[config.mk]
export PLATFORM = sky130hd
export DESIGN_NAME = icq_div
export DESIGN_NICKNAME = d
export VERILOG_FILES = /design/src/hdl/icq_pkg.sv /design/src/hdl/icq_div.sv
export SDC_FILE = /design/constraint.sdc
export NUM_CORES = 2
export LEC_CHECK = 0
export ABC_CLOCK_PERIOD_IN_PS = 3790
export BUFFER_PORTS_ARGS = -buffer_cell sky130_fd_sc_hd__buf_4
export CORE_MARGIN = 2
export CORE_UTILIZATION = 45
export DETAILED_ROUTE_END_ITERATION = 7
export PLACE_DENSITY = 0.69
export SYNTH_ARGS = -nofsm -noshare
export SYNTH_HDL_FRONTEND = slang
export SYNTH_SLANG_ARGS = --single-unit
[constraint.sdc]
create_clock -name clk -period 3.79 [get_ports clk]
set_clock_uncertainty 0.2 [all_clocks]
set_input_delay 0.379 -clock clk [delete_from_list [all_inputs] [get_ports clk]]
set_output_delay 0.379 -clock clk [all_outputs]
set_load 0.03 [all_outputs]
[src/hdl/icq_pkg.sv]
`default_nettype none

package icq_pkg;

    localparam int FRAC_BITS = 16;
    localparam int U_BITS    = 30;                   // fraction bits of u = t/T
    localparam int U_W       = U_BITS + 1;           // u ranges up to 1.0
    localparam int T_W       = 31;                   // elapsed and blend time
    localparam int D_W       = T_W + 1;              // divider remainder
    localparam int V_W       = 32;                   // signed value width
    localparam int X0_W      = V_W + 1;              // start minus target
    localparam int PROD_W    = V_W + T_W;            // v0 * T
    localparam int W_W       = PROD_W - FRAC_BITS;   // v0 * T in value units
    localparam int AL_W      = W_W + 5;              // a0 * T^2
    localparam int COEF_W    = AL_W + 4;             // polynomial coefficients
    localparam int MAG_W     = COEF_W - 1;
    localparam int HI_W      = MAG_W - U_BITS;
    localparam int HP_W      = HI_W + U_W;
    localparam int LPF_W     = U_BITS + U_W;
    localparam int SUM_W     = COEF_W + 2;
    localparam int NTERM     = 5;                    // terms in u .. u^5
    localparam int NPOW      = NTERM - 1;            // power stages

    localparam logic [U_W-1:0] U_ONE   = U_W'(1) << U_BITS;
    localparam logic [V_W-1:0] VAL_MAX = {1'b0, {(V_W-1){1'b1}}};
    localparam logic [V_W-1:0] VAL_MIN = {1'b1, {(V_W-1){1'b0}}};
    localparam logic [T_W-1:0] BLEND_RESET = T_W'(1) << FRAC_BITS;

    typedef enum logic [1:0] {
        REG_START    = 2'd0,
        REG_TARGET   = 2'd1,
        REG_VELOCITY = 2'd2,
        REG_BLEND    = 2'd3
    } icq_reg_t;

    // coefficient i multiplies u^(i+1), held as sign and magnitude
    typedef struct packed {
        logic [NTERM-1:0]                neg;
        logic [NTERM-1:0][HI_W-1:0]      hi;
        logic [NTERM-1:0][U_BITS-1:0]    lo;
        logic [X0_W:0]                   two_x0;
        logic                            x0_zero;
    } icq_coef_t;

endpackage

`default_nettype wire

[src/hdl/icq_div.sv]
`default_nettype none

module icq_div
    import icq_pkg::*;
(
    input  wire logic            clk,
    input  wire logic            rst_n,
    input  wire logic            start,
    input  wire logic [T_W-1:0]  elapsed_time,
    input  wire logic [T_W-1:0]  blend_time,
    output logic                 u_valid,
    output logic [U_W-1:0]       u,
    output logic                 u_over
);

    logic [D_W-1:0] rem_reg  [U_W];
    logic [D_W-1:0] rem_next [U_W];
    logic [U_W-1:0] quo_reg  [U_W];
    logic [U_W-1:0] quo_next [U_W];
    logic [U_W-1:0] vld_reg;
    logic [U_W-1:0] ovr_reg;
    logic           ovr_in;

    assign ovr_in = (elapsed_time > blend_time) || (blend_time == '0);

    // one quotient bit per stage, msb first
    for (genvar j = 0; j < U_W; j++) begin : g_stage
        logic [D_W-1:0] cand;
        logic [D_W-1:0] diff;
        logic [U_W-1:0] qprev;
        logic           ge;

        if (j == 0) begin : g_first
            assign cand  = {1'b0, elapsed_time};
            assign qprev = '0;
        end
        else begin : g_rest
            assign cand  = {rem_reg[j-1][D_W-2:0], 1'b0};
            assign qprev = quo_reg[j-1];
        end

        assign ge          = cand >= {1'b0, blend_time};
        assign diff        = cand - {1'b0, blend_time};
        assign rem_next[j] = ge ? diff : cand;
        assign quo_next[j] = {qprev[U_W-2:0], ge};
    end

    always_ff @(posedge clk or negedge rst_n)
    begin
        if (!rst_n)
        begin
            vld_reg <= '0;
            ovr_reg <= '0;
        end
        else
        begin
            vld_reg <= {vld_reg[U_W-2:0], start};
            ovr_reg <= {ovr_reg[U_W-2:0], ovr_in};
        end
    end

    always_ff @(posedge clk)
    begin
        for (int k = 0; k < U_W; k++)
        begin
            rem_reg[k] <= rem_next[k];
            quo_reg[k] <= quo_next[k];
        end
    end

    assign u_valid = vld_reg[U_W-1];
    assign u_over  = ovr_reg[U_W-1];
    assign u       = quo_reg[U_W-1];

    a_u_range: assert property (@(posedge clk) disable iff (!rst_n)
        vld_reg[U_W-1] && !ovr_reg[U_W-1] |-> quo_reg[U_W-1] <= U_ONE)
        else $error("normalized time above one");

endmodule

`default_nettype wire

; After elaboration in Yosys (flattened, before gate mapping)
; Memories as Yosys holds them, arrays and structs flattened.
; Cells that the tools add are included.
[word_totals]
ram_bits = 1953
reg_bits = 62
mem_bits_ro = 0
elab_cells = 100
inputBits = 65
output_inout_bits = 33
n_memories = 2
latch_bits = 0
[memory_table]
columns = name, depth, width, rd, rd_clocked_by_memory_dff, write_ports, line_no
row1 = rem_reg, 31, 32, 30, 0, 31, icq_div.sv:16  ; logic [D_W-1:0] rem_reg [U_W];
row2 = quo_reg, 31, 31, 31, 0, 31, icq_div.sv:18  ; logic [U_W-1:0] quo_reg [U_W];
[op_classes]
n_lt_le_gt_ge = 32
bitwise_logic = 0
n_addsub = 31
div_mod_pow = 0
n_reduce_logical = 2
shifts = 0
multipliers = 0
muxes = 31
n_eq_ne = 0
[ops]
columns = cell, count
row1 = 2-to-1 mux 32 bit, 31
row2 = greater-or-equal comparator 32 x 31 -> 1 bit, 30
row3 = subtractor 32 x 31 -> 32 bit, 30
row4 = subtractor 31 x 31 -> 32 bit, 1
row5 = greater-or-equal comparator 31 bit, 1
row6 = > comparator 31 bit, 1
row7 = zero test 31 bit, 1
row8 = logical OR 1 bit, 1

; Longest topological paths before layout
; An unclocked memory read counts as a cell.
[depth]
depth_word = 3
depth_mapped = 17
depth_no_buf = 14

; Worst setup path after synthesis
; Ideal clock, no wire load.
[synth_timing]
kind = in2reg
startpoint = input blend_time[0]
endpoint = memory rem_reg[0][349] in the netlist's numbering
path_buffers = 2
cell_stages = 15
t_arrival_ns = 6.237
setup_ns = 0.127
t_required_ns = 3.463
slack_ns = -2.774
path_cell_list = clkbuf_1 -> inv_1 -> clkbuf_1 -> fa_1 -> a21oi_1 -> o21ai_0 -> a2111oi_0 -> o31ai_1 -> o211ai_1 -> nand4_1 -> a31oi_1 -> o21ai_1 -> clkinv_1 -> a211o_1 -> or3_1
[synth_rtl]
columns = element, line_no
row1 = start: declaration, icq_div.sv:10  ; input wire logic [T_W-1:0] blend_time,
row2 = end: declaration, icq_div.sv:16

==> results.ini <==
[routing]
drtAntennaViolNets = 0
num_vias = 74900
avgRoutedWirePerCell_um = 18.4
drt-vias-per-instance = 5.57
drt_iter0_drc = 4791
dr.pass1.iters = 8
drc = 1
wl_um = 248000

[timing]
final-hold-violation-count = 0
rsz0062_at_grt = true
finalSetupViolations = 29
post-route-period-util = 1.01
slew_headroom = 0.543
fmax_ghz = 0.261
final.setup.worst_slack_ps = -38.0
min_period_ps = 3830
hold_ws_ps = 48.0
drv_slew = 0
tightestPinTransition_ps = 668

[layout]
largest_reg_flops = 930
area_delta_synth_final_pct = 25.3
layout.nets = 11800
drive_above_1_share = 0.221
final_cell_mix = dfxtp_1 (1423), buf_4 (1184), ha_1 (960), a21oi_1 (798), nand2_1 (673)
layoutNonFillerInstCount = 13400
layout.cells.most_common = dfxtp_1
postLayoutCellArea_um2 = 107000

[placement]
dpl.cell_count = 13000
portBuffers = 97
hpwlAfterDp_um = 189000
gp_congestion = 0.944
dpl_cell_area_um2 = 100000

[yosys]
synth_edf_count = 0
syn-num-nets = 10500
yosysTopAreaCell = dfxtp_1
ys.flop_type = dfxtp_1
synth_area_um2 = 85700
avgSynthCellArea_um2 = 9.04
synth.area.top_cells = dfxtp_1 (33%), ha_1 (14%), a21oi_1 (5.7%), xnor2_1 (4.9%), mux2_2 (4.8%)
ys_warn_count = 0
ys_seq_elements = 1488
synth_top_area_share = 0.333
synthArstFlopShare = 0.0417
netlist_instances = 9482
ys_types = 91
ys_seq_area_frac = 0.351

[hold_path]
min_from = blend_time[0]
hold_class = primary input to flip-flop
hold_depth = 4
hold_path_end = rem_reg[0][65]

[worst_setup_path]
worst_path_most_repeated_cell = a21oi_2
r2r_setup_slack_ps = -40
crit_arrival_ps = 4340
crit_path_cell_trace = fa_2, a21o_1, a221oi_2, o21bai_1, a21oi_2, o22ai_2, a211o_1, or4_4, a21oi_2, o21ai_1, a211o_2, buf_12, mux2_4
slowest_delay_ps = 500
critPathKind = flip-flop to flip-flop
path_max_fanout = 32
crit_path_end_kind = flip-flop
critPathBufInv = 1
worstPathRequired_ps = 4310
worstSetupStartpointType = flip-flop
crit_slowest_cell = or4_4
r2r-start = rem_reg[0][32]
reg2reg_depth = 13
reg2reg_to = rem_reg[0][73]
cpLargestDelayFamily = compound AO/OA/AOI/OAI gates

[clock_tree]
cts_root_buffer = clkbuf_16
htree_levels = 4
cts_tree = yes
cts.sinks = 1488
insertion_delay_ps = 840
clockBufferDepth = 3
cts_buffers = 169
clk_pin_slew_worst_paths_ps = 60

[die]
dieArea_um2 = 194000
num_rows = 160
fp.dieW_um = 440
start_util = 0.452
io_pins = 98
die_y_um = 440
core_um2 = 190000

[outcome]
outcome = finished with violations
failed_checks = DRC, setup timing

[global_routing]
grt_pass1_wl_um = 392000
antenna_found_initial = 4
grt_pass1_vias = 74600
grt_start_max_net_pins = 50
grt_use_total = 0.249
overflow = 0

[power_and_ir_drop]
vdd_drop_max_mv = 0.606
power_density_nw_per_um2 = 1080
total_power_uw = 116000
p_leak_uw = 0.0488

[job]
maxCapViolCount = 0

## worst register-to-register path, cell delays in order, from the launching register on
cell and delay (ps):
dfxtp_2 340, fa_2 380, a21o_1 190, a221oi_2 280, o21bai_1 150, a21oi_2 190
o22ai_2 110, a211o_1 300, or4_4 500, a21oi_2 160, o21ai_1 70, a211o_2 330
buf_12 200, mux2_4 340
## through the flow
stage / setup slack (ps) / setup TNS [ps] / util
floorplan: -1120 / -392030 / -
global placement: -501 / -134630 / 0.529
detailed placement: -533 / -158340 / 0.529
CTS: -14.8 / -39.3 / 0.564
global route: -136 / -8150 / 0.566
finish: -38.0 / -760 / 0.566
## how the worst max path moves through the flow
stage | start | endpoint | slack (ps) | cells past startpoint
after global placement | blend_time[1] | rem_reg[1][421] | -500 | 17
after CTS | rem_reg[1][384] | rem_reg[1][430] | -10 | 14
final | rem_reg[0][32] | rem_reg[0][73] | -40 | 13
after floorplan | blend_time[1] | rem_reg[0][67] | -1120 | 14
after detailed placement | blend_time[1] | rem_reg[0][285] | -530 | 18
after global routing | rem_reg[0][32] | rem_reg[0][73] | -140 | 13
## cell families after synthesis
logic type | count (synthesis) | synth area share
multiplexers | 407 | 0.0545
AND/OR/NAND/NOR | 2356 | 0.130
adder cells (fa/ha/maj) | 990 | 0.147
AO/OA/AOI/OAI | 2953 | 0.214
flip-flops | 1488 | 0.351
buffers and inverters | 500 | 0.0225
XOR/XNOR | 788 | 0.0805
## synthesized netlist by cell type, drive strengths merged, types with 18 or more instances
master / n
ha: 960
fa: 30
a211o: 41
o21bai: 113
or2: 18
buf: 38
or3: 43
a21boi: 30
dfxtp: 1426
a211oi: 83
o21ai: 687
a31oi: 99
a21o: 446
nand2b: 137
o21a: 101
a31o: 27
o41ai: 25
a2111oi: 26
dfrtp: 62
o31a: 19
nand4: 141
nand3: 149
mux2: 395
o31ai: 62
nor4: 43
and2: 48
a21oi: 985
o211ai: 36
clkbuf: 185
xor2: 309
inv: 276
and4: 23
xnor2: 479
nor3: 134
and3: 78
a41oi: 22
nor2: 681
nand2: 681
nor2b: 121
## what timing repair did
action,4_1_cts,5_1_grt
setup endpoints to repair,60,137
resized for setup,12,37
hold endpoints to repair,106,0
buffers inserted,23,13
cloned,0,4
hold buffers,59,0
pin swaps,10,26
## metal layers
metal / track usage / up-vias / part of all wire
met2: 0.426 / 1939 / 0.47
met5: 0 / - / 0
li1: - / 37100 / -
met3: 0.0355 / 604 / 0.048
met1: 0.308 / 35200 / 0.43
met4: 0.119 / 0 / 0.050
## report_power, final
group / switching [uW] / internal (uW)
clock network: 6890 / 10100
registers: 4670 / 23900
logic: 35000 / 35300
total: 46600 / 69400
## final cells by class
| class | instances | area (um2) |
|---|---|---|
| multi-input cells | 7494 | 55700 |
| repair buffers | 1346 | 11600 |
| clock inverters | 77 | 1010 |
| well taps | 2511 | 3140 |
| clock buffers | 235 | 4820 |
| diodes | 4 | 10.0 |
| flip-flops and latches | 1488 | 30100 |
| inverters | 277 | 1050 |
| fillers | 16600 | 82400 |
Note: power is estimated with default switching activity, not from simulation.
